==> config.mk <==
export PLATFORM = sky130hd
export DESIGN_NAME = signed_divider_doubling_subtract
export DESIGN_NICKNAME = d
export VERILOG_FILES = /design/src/rtl/core/sdds_pkg.sv /design/src/rtl/core/sdds_ctrl.sv /design/src/rtl/core/sdds_datapath.sv /design/src/rtl/core/signed_divider_doubling_subtract.sv
export SDC_FILE = /design/constraint.sdc
export NUM_CORES = 1
export LEC_CHECK = 0
export ABC_AREA = 0
export BUFFER_PORTS_ARGS = -buffer_cell sky130_fd_sc_hd__buf_2
export CAP_MARGIN = 10
export CORE_UTILIZATION = 40
export DETAILED_ROUTE_END_ITERATION = 7
export PLACE_DENSITY = 0.61
export SLEW_MARGIN = 20
export SYNTH_ARGS = -nofsm -noshare
export SYNTH_HDL_FRONTEND = slang
export SYNTH_SLANG_ARGS = --single-unit
==> constraint.sdc <==
create_clock -name clk -period 5.4 [get_ports clk]
set_input_delay 1.08 -clock clk [delete_from_list [all_inputs] [get_ports clk]]
set_output_delay 1.08 -clock clk [all_outputs]
set_load 0.1 [all_outputs]
==> src/rtl/core/sdds_pkg.sv <==
// Shared types and constants for the signed doubling-subtract divider.
`default_nettype none

package sdds_pkg;

    // Operand and quotient width in bits.
    localparam int unsigned DATA_WIDTH = 32;

    typedef logic [DATA_WIDTH-1:0] data_t;

    typedef enum logic [1:0] {
        ST_OK       = 2'd0,
        ST_DIV_ZERO = 2'd1,
        ST_OVERFLOW = 2'd2
    } div_status_t;

    typedef struct packed {
        logic signed [DATA_WIDTH-1:0] numerator;
        logic signed [DATA_WIDTH-1:0] denominator;
    } div_req_t;

    typedef struct packed {
        logic signed [DATA_WIDTH-1:0] quotient;
        div_status_t                  status;
    } div_res_t;

    typedef enum logic [1:0] {
        S_IDLE,
        S_SUB,
        S_DBL,
        S_DONE
    } ctrl_state_t;

    // Commands from the controller to the datapath.
    typedef struct packed {
        logic load;
        logic sub;
        logic fallback;
        logic dbl;
        logic finish;
    } dp_cmd_t;

    // Status from the datapath back to the controller.
    typedef struct packed {
        logic div_zero;
        logic fits;
        logic mult_one;
    } dp_flags_t;

endpackage

`default_nettype wire

==> src/rtl/core/sdds_ctrl.sv <==
// Controller state machine that sequences the doubling-subtract loop.
`default_nettype none

module sdds_ctrl
    import sdds_pkg::*;
(
    input  wire logic      clk,
    input  wire logic      rst_n,
    input  wire logic      start,
    input  wire dp_flags_t flags,
    output dp_cmd_t        cmd,
    output logic           busy
);

    ctrl_state_t state_reg;
    ctrl_state_t state_next;

    always_ff @(posedge clk or negedge rst_n)
    begin
        if (!rst_n)
        begin
            state_reg <= S_IDLE;
        end
        else
        begin
            state_reg <= state_next;
        end
    end

    always_comb
    begin
        state_next = state_reg;
        case (state_reg)
            S_IDLE:
            begin
                if (start)
                begin
                    state_next = S_SUB;
                end
            end
            S_SUB:
            begin
                if (flags.div_zero)
                begin
                    state_next = S_DONE;
                end
                else if (flags.fits || !flags.mult_one)
                begin
                    state_next = S_DBL;
                end
                else
                begin
                    state_next = S_DONE;
                end
            end
            S_DBL:
            begin
                state_next = S_SUB;
            end
            S_DONE:
            begin
                state_next = S_IDLE;
            end
            default:
            begin
                state_next = S_IDLE;
            end
        endcase
    end

    always_comb
    begin
        cmd  = '0;
        busy = 1'b1;
        case (state_reg)
            S_IDLE:
            begin
                busy     = 1'b0;
                cmd.load = start;
            end
            S_SUB:
            begin
                if (!flags.div_zero)
                begin
                    if (flags.fits)
                    begin
                        cmd.sub = 1'b1;
                    end
                    else if (!flags.mult_one)
                    begin
                        cmd.fallback = 1'b1;
                    end
                end
            end
            S_DBL:
            begin
                cmd.dbl = 1'b1;
            end
            S_DONE:
            begin
                cmd.finish = 1'b1;
            end
            default:
            begin
                busy = 1'b1;
            end
        endcase
    end

endmodule

`default_nettype wire

==> src/rtl/core/sdds_datapath.sv <==
// Datapath: operand magnitudes, trial divisor, multiple, quotient and result register.
`default_nettype none

module sdds_datapath
    import sdds_pkg::*;
(
    input  wire logic     clk,
    input  wire logic     rst_n,
    input  wire dp_cmd_t  cmd,
    input  wire div_req_t request,
    output dp_flags_t     flags,
    output div_res_t      result,
    output logic          done
);

    localparam data_t ONE = data_t'(1);

    data_t    num_reg,   num_next;
    data_t    den_reg,   den_next;
    data_t    trial_reg, trial_next;
    data_t    mult_reg,  mult_next;
    data_t    quot_reg,  quot_next;
    logic     neg_reg,   neg_next;
    logic     dz_reg,    dz_next;
    div_res_t res_reg,   res_next;
    logic     done_reg,  done_next;

    data_t a_raw;
    data_t b_raw;
    data_t a_mag;
    data_t b_mag;
    data_t diff;
    data_t quot_neg;
    logic  can_double;

    assign a_raw = data_t'(request.numerator);
    assign b_raw = data_t'(request.denominator);
    assign a_mag = a_raw[DATA_WIDTH-1] ? data_t'(data_t'(0) - a_raw) : a_raw;
    assign b_mag = b_raw[DATA_WIDTH-1] ? data_t'(data_t'(0) - b_raw) : b_raw;

    assign diff       = num_reg - trial_reg;
    assign can_double = {trial_reg, 1'b0} <= {1'b0, num_reg};
    assign quot_neg   = data_t'(0) - quot_reg;

    assign flags.div_zero = dz_reg;
    assign flags.fits     = trial_reg <= num_reg;
    assign flags.mult_one = mult_reg == ONE;

    always_comb
    begin
        num_next   = num_reg;
        den_next   = den_reg;
        trial_next = trial_reg;
        mult_next  = mult_reg;
        quot_next  = quot_reg;
        neg_next   = neg_reg;
        dz_next    = dz_reg;
        res_next   = res_reg;
        done_next  = 1'b0;

        if (cmd.load)
        begin
            num_next   = a_mag;
            den_next   = b_mag;
            trial_next = b_mag;
            mult_next  = ONE;
            quot_next  = '0;
            neg_next   = a_raw[DATA_WIDTH-1] ^ b_raw[DATA_WIDTH-1];
            dz_next    = b_mag == '0;
        end
        if (cmd.sub)
        begin
            num_next  = diff;
            quot_next = quot_reg + mult_reg;
        end
        if (cmd.fallback)
        begin
            trial_next = den_reg;
            mult_next  = ONE;
        end
        if (cmd.dbl && can_double)
        begin
            trial_next = {trial_reg[DATA_WIDTH-2:0], 1'b0};
            mult_next  = {mult_reg[DATA_WIDTH-2:0], 1'b0};
        end
        if (cmd.finish)
        begin
            done_next = 1'b1;
            if (dz_reg)
            begin
                res_next.quotient = '0;
                res_next.status   = ST_DIV_ZERO;
            end
            else if (!neg_reg && quot_reg[DATA_WIDTH-1])
            begin
                res_next.quotient = '0;
                res_next.status   = ST_OVERFLOW;
            end
            else
            begin
                res_next.quotient = neg_reg ? quot_neg : quot_reg;
                res_next.status   = ST_OK;
            end
        end
    end

    always_ff @(posedge clk)
    begin
        num_reg   <= num_next;
        den_reg   <= den_next;
        trial_reg <= trial_next;
        mult_reg  <= mult_next;
        quot_reg  <= quot_next;
        neg_reg   <= neg_next;
        dz_reg    <= dz_next;
        res_reg   <= res_next;
    end

    always_ff @(posedge clk or negedge rst_n)
    begin
        if (!rst_n)
        begin
            done_reg <= 1'b0;
        end
        else
        begin
            done_reg <= done_next;
        end
    end

    assign result = res_reg;
    assign done   = done_reg;

endmodule

`default_nettype wire

==> src/rtl/core/signed_divider_doubling_subtract.sv <==
// Top level of the signed divider built on doubling subtraction.
//
// Usage: drive both operands on request and raise start. A beat is taken at
// the rising edge where start is high and busy is low. Busy then stays high
// until the quotient is ready. The result beat (quotient and status) is on
// result for exactly one cycle, marked by done; the receiver cannot stall it.
//
// The quotient is truncated toward zero. A zero divisor gives status
// divide-by-zero and the most negative value divided by minus one gives
// status overflow; in both cases the quotient reads zero.
//
// Sequencing: after the accepting edge, each step of the loop runs the
// subtract state and then the doubling state, and the last step goes from
// subtract to done. The step count depends on the operands: it grows
// with the number of doubling runs and is at most about W * (W + 1) / 2 for
// a W-bit operand. A divide by zero goes straight from subtract to done. One
// item is in flight at a time; busy drops in the cycle that done is shown, so
// the next start can be taken there. Reset clears the controller to idle and drops done.
`default_nettype none

module signed_divider_doubling_subtract
    import sdds_pkg::*;
(
    input  wire logic     clk,
    input  wire logic     rst_n,
    input  wire logic     start,
    output logic          busy,
    input  wire div_req_t request,
    output div_res_t      result,
    output logic          done
);

    dp_cmd_t   cmd;
    dp_flags_t flags;

    // The controller only sequences; all arithmetic sits in the datapath.
    sdds_ctrl u_ctrl (
        .clk   (clk),
        .rst_n (rst_n),
        .start (start),
        .flags (flags),
        .cmd   (cmd),
        .busy  (busy)
    );

    sdds_datapath u_datapath (
        .clk     (clk),
        .rst_n   (rst_n),
        .cmd     (cmd),
        .request (request),
        .flags   (flags),
        .result  (result),
        .done    (done)
    );

    // A result beat only appears once the controller is back in idle.
    assert property (@(posedge clk) disable iff (!rst_n) done |-> !busy)
        else $error("done raised while busy");

    // An accepted beat keeps the block busy in the following cycle.
    assert property (@(posedge clk) disable iff (!rst_n) (start && !busy) |=> busy)
        else $error("accepted beat did not make the block busy");

    // A subtract is issued only when the trial divisor fits the remainder.
    assert property (@(posedge clk) disable iff (!rst_n) cmd.sub |-> flags.fits)
        else $error("subtract issued with a trial that does not fit");

    // Error results carry a zero quotient.
    assert property (@(posedge clk) disable iff (!rst_n)
        (done && result.status != ST_OK) |-> (result.quotient == '0))
        else $error("nonzero quotient on an error result");

endmodule

`default_nettype wire
After elaboration in Yosys (flattened, before gate mapping)
Index checks and enable logic that the tools add are counted.
{ "op_classes": {"n_addsub": 5, "n_lt_le_gt_ge": 2, "eq_ne": 5, "n_mux": 28, "n_bitwise": 1, "n_reduce_logical": 11} }
{ "ops": {"columns": ["operator", "count"], "rows": [
  ["$mux W32", 13],
  ["$sub A1 B32 Y32 const A", 3],
  ["$le A33 B32 Y1", 1],
  ["$add A32 B32 Y32", 1],
  ["$eq A32 B1 Y1 const B", 1],
  ["$le A32 B32 Y1", 1],
  ["$logic_not A32 Y1", 1],
  ["$sub A32 B32 Y32", 1],
  ["$mux W2", 5],
  ["$mux W1", 9],
  ["$pmux W2 S4", 1],
  ["$eq A2 B2 Y1 const B", 2],
  ["$reduce_bool A2 Y1", 2],
  ["$reduce_bool A3 Y1", 1],
  ["$eq A2 B1 Y1 const B", 1],
  ["$logic_and A1 B1 Y1", 2],
  ["$logic_not A1 Y1", 2],
  ["$logic_not A2 Y1", 1],
  ["$ne A2 B2 Y1 const B", 1],
  ["$reduce_or A2 Y1", 1],
  ["$logic_or A1 B1 Y1", 1],
  ["$xor A1 B1 Y1", 1]
]} }
{ "word_totals": {"regBits": 199, "input_bits": 67, "output_inout_bits": 36, "elab_cells": 65} }

Logic depth before layout (Yosys ltp)
Gate-level depths: netlist of run 1.
{ "depth": {"word_depth": 7, "depth_mapped": 14, "mapped_depth_nobuf": 12} }

Modules after synthesis
From an unflattened synthesis of run 1, not the netlist that was laid out.
{ "unflattened": {"cells_unflattened": 1400, "area_unflattened_um2": 13678.1} }
{ "modules_own_cells": {"columns": ["mod", "n_inst", "cells_per_inst", "area_each_um2", "seq_area_each_um2"], "rows": [
  ["sdds_datapath", 1, 1385, 13536.7, 5890.6],
  ["sdds_ctrl", 1, 15, 141.4, 50.0]
]} }

Worst setup path after synthesis of run 1
Ideal clock, no wire load.
{ "synth_timing": {"path_type": "register to register", "from": "register u_datapath.num_reg[0]", "to": "register u_datapath.mult_reg[10], enable pin", "setup_ns": 0.834, "arrival_time_ns": 4.082, "t_required_ns": 4.566, "slack_ns": 0.483, "stages_incl_launch_ff": 13, "path_buffers": 2, "synth_period_minus_slack_ns": 4.917, "cell_sequence": "edfxtp_1 -> inv_1 -> ha_1 -> fa_1 -> nand2b_1 -> a21oi_1 -> o31a_1 -> o211a_1 -> o221a_2 -> o32a_1 -> clkbuf_1 -> clkbuf_1 -> nand3_1"} }
{ "synth_between": {"elab_chain_cells": 5, "elab_cells_between_ends": 7, "classes_between": "order compare: 2; mux: 3; reduce/logical: 2"} }
{ "synth_rtl": {"columns": ["item", "line_no", "source"], "rows": [
  ["from (decl)", "sdds_datapath.sv:18", "data_t num_reg, num_next;"],
  ["from (signal assigned)", "sdds_datapath.sv:109", "num_reg <= num_next;"],
  ["$le A32 B32 Y1", "sdds_datapath.sv:46", "assign flags.fits = trial_reg <= num_reg;"],
  ["$mux W1", "sdds_ctrl.sv:85", "if (flags.fits)"],
  ["$mux W2", "sdds_ctrl.sv:83", "if (!flags.div_zero)"],
  ["$mux W2", "sdds_ctrl.sv:75", "case (state_reg)"],
  ["$reduce_bool A3 Y1 (no line) *", null, null],
  ["to (signal assigned)", "sdds_datapath.sv:112", "mult_reg <= mult_next;"],
  ["to (decl)", "sdds_datapath.sv:21", "data_t mult_reg, mult_next;"]
]} }
Every way passes the cells marked *; elsewhere a longest branch is shown, timed or not.
A chain may end at the register's enable or synchronous reset.

Final worst setup path of run 1
{ "layout_timing": {"from": "input request[8] in the netlist's numbering", "to": "register u_datapath.dz_reg (data pin)"} }
{ "layout_between": {"elab_chain_cells": 3} }
{ "layout_rtl": {"columns": ["item", "line_no", "source"], "rows": [
  ["from (decl)", "signed_divider_doubling_subtract.sv:28", "input wire div_req_t request,"],
  ["$sub A1 B32 Y32", "sdds_datapath.sv:39", "assign b_mag = b_raw[DATA_WIDTH-1] ? data_t'(data_t'(0) - b_raw) : b_raw;"],
  ["$mux W32", "sdds_datapath.sv:39", null],
  ["named net u_datapath.b_mag[24]", "sdds_datapath.sv:31", "data_t b_mag;"],
  ["$logic_not A32 Y1", "sdds_datapath.sv:69", "dz_next = b_mag == '0;"],
  ["to (signal assigned)", "sdds_datapath.sv:115", "dz_reg <= dz_next;"],
  ["to (decl)", "sdds_datapath.sv:24", "logic dz_reg, dz_next;"]
]} }
The timed path passes the listed nets, and every way through them passes these cells.

==> results of run 1 <==
-- power by group --
group	internal (mW)	leakage (nW)	switching, mW
combinational	2.05	3.96	3.62
clock	0.744	0.302	0.614
sequential	2.60	1.90	0.458
total	5.40	6.17	4.70
-- layer usage --
layer | share of wire, % | global-route usage [%] | wire length, µm | vias up
li1 | - | - | - | 5318
met1 | 43 | 21.8 | 13900 | 5088
met2 | 52 | 34.3 | 16800 | 202
met3 | 2.8 | 2.78 | 922 | 49
met4 | 2.6 | 6.94 | 848 | 0
met5 | 0 | 0 | 0 | -
-- worst max-delay path by stage --
stage,startpoint,endpoint,slack [ns],depth (start not counted)
4_1_cts,request[8],u_datapath.dz_reg,1.32,10
5_1_grt,u_datapath.trial_reg[0],u_datapath.trial_reg[7],1.17,10
3_5_place_dp,request[8],u_datapath.dz_reg,0.85,10
2_1_floorplan,u_datapath.num_reg[0],u_datapath.mult_reg[10],0.48,12
3_3_place_gp,request[8],u_datapath.dz_reg,0.88,10
6_report,request[8],u_datapath.dz_reg,1.30,10
-- cell families after synthesis --
group / after synthesis / share of synthesized area (%)
fa+ha+maj: 99 / 9.14
flops: 199 / 43.3
simple gates: 437 / 16.4
xor+xnor: 136 / 8.69
buf+inv: 138 / 3.79
compound gates: 359 / 16.7
mux: 25 / 1.95
-- cell type report --
| type | instances | share of cell area, % |
|---|---|---|
| multi-input cells | 1056 | 47.5 |
| flip-flops and latches | 199 | 38.7 |
| repair buffers | 111 | 3.85 |
| well taps | 448 | 3.66 |
| clock inverters | 14 | 1.21 |
| clock buffers | 18 | 2.80 |
| inverters | 91 | 2.23 |
-- stage by stage --
stage	power, mW	instances
after floorplan	7.39	1393
after global placement	8.65	1905
after detailed placement	8.74	1905
after CTS	10.1	1937
after global routing	10.9	1937
final	10.1	1937
-- worst reg2reg max path: cells and delay by family, from the launching register on --
family | cells | cell delay (ns)
AND/OR/NAND/NOR | 2 | 0.80
adder cells (fa/ha/maj) | 2 | 0.68
buffers and inverters | 1 | 0.55
flip-flops | 1 | 0.41
AO/OA/AOI/OAI | 5 | 1.25
-- placed cells by master, fill, tap and decap left out, types with 8 or more instances in the layout --
cell	n
o21ai_0	115
clkbuf_16	17
ha_1	97
nor3_1	27
or3_1	19
nand4_1	20
o21bai_1	9
nand2_1	90
xnor2_1	65
o31ai_1	34
a21o_1	39
a211oi_1	11
nand3_1	12
a21oi_1	67
edfxtp_1	194
mux2_2	14
or4_1	20
o21a_1	11
nor2_1	116
nor2b_1	41
nor4_1	21
inv_1	91
buf_4	8
o41ai_1	14
o211ai_1	16
xor2_1	71
nand2b_1	31
mux2i_1	11
buf_2	102
==> impl_metrics.csv, run 1 <==
group,metric,value,unit
layout,n_fill_cell,3219,
clock_tree,cts_buffers,17,
synth,synth_top_area_share,42.5,%
floorplan,start_util,40.8,%
critical_path,crit_fanout,6,
floorplan,dieHeight,187,µm
power_and_ir_drop,p_leak,6.17,nW
critical_path,path_delay_family,"simple AND/OR/NAND/NOR gates",
sta,clock.fmax,244,MHz
critical_path,crit_path_end_kind,"flip-flop",
critical_path,crit_buf_inv,1,
sta,finalSetupViolCount,0,
min_path,hold_class,"input port to asynchronous set/reset pin",
floorplan,ios,103,
synth,async_reset_ff_share,1.51,%
clock_tree,holdBufCountCts,0,
synth,postSynthCellCount,1393,
sta,slew_headroom,30.5,%
placed_design,port_buffers,102,
synth,yosys.area.top_type,"edfxtp_1",
synth,synth_nets,1559,
sta,hold_ws,0.442,ns
sta,rsz0062_at_grt,"false",
layout,n_antenna_cell,0,
global_routing,grt_pass1_vias,10400,
critical_path,rr_endpoint,"u_datapath.trial_reg[7]",
drt,drtPass1Iterations,5,
critical_path,crit_arrival,4.38,ns
clock_tree,cts_tree,"built",
drt,drc,0,
clock_tree,cts_setup_buffers,0,
synth,synth_most_common_cell,"edfxtp_1",
drt,wl,32500,µm
synth,synth_edf_count,194,
global_routing,grt_usage,18.7,%
critical_path,critPathMaxStageDelay,0.55,ns
layout,fin_area,15300,µm²
critical_path,cp_common_cell,"or3_4",
power_and_ir_drop,power_density,658,nW/µm²
layout,fin_util,45.6,%
clock_tree,cts_max_level,4,
synth,synth-seq-area-share,43.3,%
clock_tree,clk_pin_slew_worst_paths,0.08,ns
floorplan,die_area,35000,µm²
drt,vias,10700,
synth,synth_area_leaders,"edfxtp_1 (42%), ha_1 (8.9%), xor2_1 (4.5%)",
sta,final-hold-violation-count,0,
synth,syn_area_per_cell,9.84,µm²
critical_path,rrSetupSlack,1.40,ns
layout,largest_reg_flops,34,
clock_tree,clock-root-buffer,"clkbuf_16",
job,drv_cap,0,
layout,multi_input_area,7290,µm²
sta,skew,0.0140,ns
clock_tree,cts.sinks,199,
synth,synthDistinctLibCells,64,
synth,syn_area,13700,µm²
sta,finalCritPeriodShare,75.9,%
synth,synth_warnings,0,
global_routing,grt_max_degree,91,
floorplan,coreArea,33600,µm²
critical_path,slowest_stage,"or4_1",
drt,first_iter_violations,579,
sta,finalMaxSlewViolations,0,
synth,synthTopCellsByCount,"edfxtp_1 (194), nor2_1 (116), o21ai_0 (115)",
sta,tns,0,ns
synth,yosys_most_used_dff,"edfxtp_1",
sta,layout_setup_ws,1.30,ns
drt,wire_per_inst,16.8,µm
global_routing,antenna_found_initial,0,
synth,synth-seq-cells,199,
critical_path,timing.rr.start,"u_datapath.trial_reg[0]",
placed_design,gp_congestion,0.861,
drt,vias_per_cell,5.50,
floorplan,chipWidth,187,µm
sta,period_needed,4.10,ns
drt,ant_nets,0,
layout,seqCellArea,5940,µm²
power_and_ir_drop,peakVddDrop,0.364,mV
sta,worstMarginPinSlew,1.04,ns
floorplan,num_rows,67,
critical_path,path_cells,"buf_2 > or3_4 > or4b_4 > or3_4 > or4_4 > or3_4 > nand2_1 > xnor2_1 > or4_1 > nor4_2",
global_routing,grt_pass1_wl,52500,µm
critical_path,critPathLaunchType,"input port",
critical_path,cp_data_required_time,5.68,ns
placed_design,post-dp-hpwl,24900,µm
clock_tree,worstSkewPairLatency,0.45,ns
clock_tree,cts_max_path_buffers,2,
clock_tree,cts_repair_resize_count,0,
layout,syn_to_final_growth,11.9,%
placed_design,place_area,14700,µm²
critical_path,crit_type,"input port to flip-flop",
critical_path,reg2reg_depth,10,
placed_design,dp_slack,0.851,ns
run_status,status,"finished, final reports clean",
layout,drive_gt1_share,11.9,%
layout,nets,1642,
global_routing,gr-total-overflow,0,
Note: power is estimated with default switching activity, not from simulation.
==> run 2: changes to the inputs <==
Settings changed: PLACE_DENSITY 0.61 to 0.63.
Clock period 5.4 ns to 3.5 ns, I/O delays scaled along.
==> impl_metrics.csv, run 2 (synthesis results as in run 1) <==
group,metric,value,unit
sta,worstMarginPinSlew,0.707,ns
run_status,status,"complete, but fails checks",
clock_tree,cts_tree,"built",
sta,layout_setup_ws,-0.137,ns
placed_design,dp_slack,-0.629,ns
layout,drive_gt1_share,17.3,%
critical_path,rrSetupSlack,0.09,ns
drt,drtPass1Iterations,5,
layout,final_cell_mix,"edfxtp_1 (194), nor2_1 (116), o21ai_0 (114)",
critical_path,crit_type,"input port to flip-flop",
layout,fin_util,48.0,%
floorplan,start_util,40.8,%
layout,nets,1727,
critical_path,cp_data_required_time,3.77,ns
global_routing,gr-total-overflow,0,
drt,vias,10900,
power_and_ir_drop,power_density,994,nW/µm²
critical_path,crit_fanout,4,
drt,vias_per_cell,5.41,
global_routing,grt_pass1_wl,52200,µm
sta,finalSetupViolCount,1,
sta,finalCritPeriodShare,104,%
layout,n_antenna_cell,0,
layout,syn_to_final_growth,17.6,%
layout,layout.cells.most_common,"edfxtp_1",
placed_design,port_buffers,102,
global_routing,grt_pass1_vias,10400,
layout,n_fill_cell,3138,
floorplan,die_area,35000,µm²
sta,skew,0.0142,ns
drt,ant_nets,0,
sta,final-hold-violation-count,0,
job,drv_cap,0,
drt,drc,0,
floorplan,dieHeight,187,µm
floorplan,coreArea,33600,µm²
placed_design,gp_congestion,0.898,
power_and_ir_drop,finalPower,16.0,mW
global_routing,grt_usage,18.6,%
placed_design,post-dp-hpwl,25600,µm
sta,finalMaxSlewViolations,0,
clock_tree,cts_max_level,4,
clock_tree,cts_buffers,17,
power_and_ir_drop,p_leak,6.63,nW
floorplan,num_rows,67,
min_path,hold_class,"input port to asynchronous set/reset pin",
sta,period_needed,3.64,ns
global_routing,grt_max_degree,65,
run_status,violations,"setup timing",
critical_path,crit_arrival,3.90,ns
clock_tree,cts_max_path_buffers,2,
floorplan,ios,103,
critical_path,crit_path_end_kind,"flip-flop",
sta,clock.fmax,275,MHz
power_and_ir_drop,peakVddDrop,0.531,mV
layout,largest_reg_flops,34,
clock_tree,worstSkewPairLatency,0.45,ns
drt,wire_per_inst,16.4,µm
global_routing,antenna_found_initial,0,
floorplan,chipWidth,187,µm
drt,wl,33100,µm
clock_tree,clock-root-buffer,"clkbuf_16",
clock_tree,clk_pin_slew_worst_paths,0.08,ns
drt,first_iter_violations,596,
clock_tree,cts.sinks,199,
clock_tree,holdBufCountCts,0,
critical_path,critPathLaunchType,"input port",
sta,slew_headroom,52.7,%
sta,rsz0062_at_grt,"true",
[run 2: timing repair]
item	4_1_cts	5_1_grt
endpoints found under the hold margin	0	0
cloned	0	1
gates resized for setup	0	14
setup buffers	0	1
pin swaps	2	4
setup endpoints to repair	2	79
[run 2: power breakdown]
part / total [mW] / switching, mW / internal, mW
Clock: 2.08 / 0.993 / 1.09
Sequential: 4.65 / 0.655 / 4.00
Combinational: 9.30 / 5.77 / 3.53
Total: 16.0 / 7.42 / 8.62
[run 2: area by class of cell]
type | instances | area, µm² | share of cell area [%]
Clock buffer | 17 | 425 | 2.64
Timing Repair Buffer | 195 | 1270 | 7.88
Inverter | 91 | 342 | 2.12
Multi-Input combinational cell | 1057 | 7400 | 45.9
Tap cell | 448 | 561 | 3.48
Sequential cell | 199 | 5940 | 36.8
Clock inverter | 15 | 189 | 1.17
[run 2: metrics by stage]
step | cells | setup TNS [ns] | cell area [µm²] | hold WS [ns]
2_1_floorplan | 1393 | -0.806 | 13700 | 0.404
3_3_place_gp | 1988 | -3.43 | 15400 | 0.516
3_5_place_dp | 1988 | -4.34 | 15400 | 0.519
4_1_cts | 2020 | -0.196 | 16000 | 0.0464
5_1_grt | 2022 | -3.54 | 16100 | 0.0505
6_report | 2022 | -0.137 | 16100 | 0.0633
[run 2: path summary, 6_finish.rpt]
check | endpoint | startpoint | cells after the start
max | u_datapath.dz_reg | request[10] | 10
max reg2reg | u_datapath.trial_reg[15] | u_datapath.trial_reg[23] | 12
min | u_ctrl.state_reg[0] | rst_n | 1
max in group asynchronous | u_datapath.done | rst_n | 1
min in group clk | u_datapath.den_reg[0] | request[0] | 1
min reg2reg | u_datapath.mult_reg[0] | u_datapath.mult_reg[0] | 1
[run 2: layer usage]
| metal | up-vias | share of wire, % | GRT usage [%] | wire, µm |
|---|---|---|---|---|
| met3 | 51 | 3.0 | 2.80 | 1000 |
| met5 | - | 0 | 0 | 0 |
| met1 | 5188 | 43 | 22.0 | 14100 |
| met4 | 0 | 2.5 | 6.05 | 822 |
| met2 | 203 | 52 | 34.1 | 17100 |
| li1 | 5491 | - | - | - |
[run 2: worst max-delay path, cell delays in order]
cell     delay (ns)
buf_6          0.09
or3_4          0.37
or4b_4         0.51
or3_4          0.35
or4_4          0.54
or3_4          0.43
o21ai_4        0.16
xnor2_2        0.08
or4_1          0.49
nor4_2         0.16
==> run 3: changes to the inputs <==
Settings changed: CELL_PAD_IN_SITES_DETAIL_PLACEMENT set to 1, CELL_PAD_IN_SITES_GLOBAL_PLACEMENT set to 2, CORE_UTILIZATION 40 to 36, PLACE_DENSITY 0.63 to 0.82.
==> impl_metrics.csv, run 3 (synthesis results as in run 1) <==
group,metric,value,unit
sta,worstMarginPinSlew,0.566,ns
sta,tns,-0.0459,ns
power_and_ir_drop,p_int,8.92,mW
power_and_ir_drop,seqPwrFrac,28.0,%
placed_design,post-dp-hpwl,30400,µm
sta,finalMaxSlewViolations,0,
power_and_ir_drop,power.share.clock,13.0,%
power_and_ir_drop,swShare,46.8,%
drt,ant_nets,0,
critical_path,critPathMaxStageDelay,0.55,ns
critical_path,startpoint,"request[10]",
floorplan,die_area,38900,µm²
layout,fin_area,16400,µm²
placed_design,place_area,15600,µm²
drt,vias_per_cell,5.31,
critical_path,crit_arrival,3.85,ns
clock_tree,cts.sinks,199,
min_path,hold_class,"input port to asynchronous set/reset pin",
sta,finalCritPeriodShare,101,%
global_routing,antenna_found_initial,0,
sta,clock.fmax,282,MHz
global_routing,grt_max_degree,63,
power_and_ir_drop,peakVddDrop,0.452,mV
clock_tree,cts_max_path_buffers,2,
layout,fin_cells,2096,
layout,nets,1738,
power_and_ir_drop,power_density,1020,nW/µm²
placed_design,dp_slack,-0.585,ns
critical_path,cp_data_required_time,3.81,ns
power_and_ir_drop,p_leak,6.71,nW
critical_path,timing.rr.start,"u_datapath.trial_reg[28]",
sta,rsz0062_at_grt,"true",
job,drv_cap,0,
global_routing,grt_usage,20.5,%
layout,n_antenna_cell,0,
drt,wl,39000,µm
critical_path,endpoint,"u_datapath.dz_reg",
placed_design,port_buffers,102,
critical_path,crit_fanout,4,
clock_tree,cts_tree,"built",
run_status,status,"complete, but fails checks",
global_routing,grt_pass1_wl,62000,µm
clock_tree,worstSkewPairLatency,0.47,ns
layout,layout.cells.most_common,"edfxtp_1",
sta,hold_ws,0.0477,ns
clock_tree,cts_buffers,17,
clock_tree,cts_max_level,4,
power_and_ir_drop,finalPower,16.8,mW
floorplan,coreArea,37600,µm²
layout,final_cell_mix,"edfxtp_1 (194), nor2_1 (116), o21ai_0 (113)",
drt,drtPass1Iterations,5,
sta,period_needed,3.55,ns
sta,final-hold-violation-count,0,
floorplan,start_util,36.5,%
critical_path,reg2reg_depth,10,
layout,syn_to_final_growth,19.7,%
drt,first_iter_violations,494,
placed_design,place_inst,2060,
clock_tree,clock-root-buffer,"clkbuf_16",
critical_path,rr_endpoint,"u_datapath.mult_reg[28]",
sta,slew_headroom,62.3,%
critical_path,crit_type,"input port to flip-flop",
layout,fin_util,43.7,%
power_and_ir_drop,p_sw,7.85,mW
layout,drive_gt1_share,18.5,%
sta,finalSetupViolCount,1,
global_routing,gr-total-overflow,0,
critical_path,cp_common_cell,"or3_4",
critical_path,path_cells,"buf_6 > or3_4 > or4b_4 > or3_4 > or4_4 > or3_4 > o21ai_2 > xnor2_1 > or4_1 > nor4_2",
run_status,violations,"setup timing",
clock_tree,holdBufCountCts,0,
floorplan,ios,103,
clock_tree,clk_pin_slew_worst_paths,0.09,ns
critical_path,crit_path_end_kind,"flip-flop",
power_and_ir_drop,p_comb_share,59.0,%
sta,layout_setup_ws,-0.0459,ns
critical_path,slowest_stage,"or4b_4",
floorplan,dieHeight,197,µm
global_routing,grt_pass1_vias,11800,
layout,largest_reg_flops,34,
floorplan,num_rows,71,
placed_design,gp_congestion,0.857,
critical_path,critPathLaunchType,"input port",
drt,wire_per_inst,18.6,µm
critical_path,rrSetupSlack,0.16,ns
drt,vias,11100,
sta,skew,0.0216,ns
floorplan,chipWidth,197,µm
drt,drc,0,
## run 3: what timing repair did
action	4_1_cts	5_1_grt
setup endpoints to repair	3	84
cloned	0	1
pin swaps	4	3
setup buffers	2	2
resized for setup	3	21
## run 3: area by class of cell
cell class / count / area, µm²
fillers: 4295 / 21200
multi-input cells: 1056 / 7430
flip-flops and latches: 199 / 5940
repair buffers: 207 / 1420
well taps: 511 / 639
clock buffers: 17 / 425
inverters: 91 / 342
clock inverters: 15 / 214
## run 3: layer usage
metal  global-route usage, %  wire length [µm]
met1                    22.8             16300
met2                    40.3             21300
met3                    2.46               648
met4                    6.20               807
met5                       0                 0
## run 3: worst min-delay path by stage
stage,from,end,slack (ns),depth (start not counted)
2_1_floorplan,rst_n,u_ctrl.state_reg[0],0.40,0
3_3_place_gp,rst_n,u_datapath.done,0.52,1
3_5_place_dp,rst_n,u_datapath.done,0.52,1
4_1_cts,rst_n,u_datapath.done,0.02,1
5_1_grt,rst_n,u_datapath.done,0.02,1
6_report,rst_n,u_datapath.done,0.05,1
## run 3: critical path, delay by kind of cell
kind	cells	cell delay (ns)
buf+inv	1	0.09
simple gates	7	2.84
xor+xnor	1	0.08
compound gates	1	0.13
## run 3: power by group through the flow
stage	combinational, mW	sequential [mW]	clock [mW]
after floorplan	6.18	5.20	0
after global placement	9.40	4.71	0
after detailed placement	9.65	4.74	0
after CTS	9.75	4.70	2.22
after global routing	11.0	4.81	2.30
final	9.89	4.70	2.18
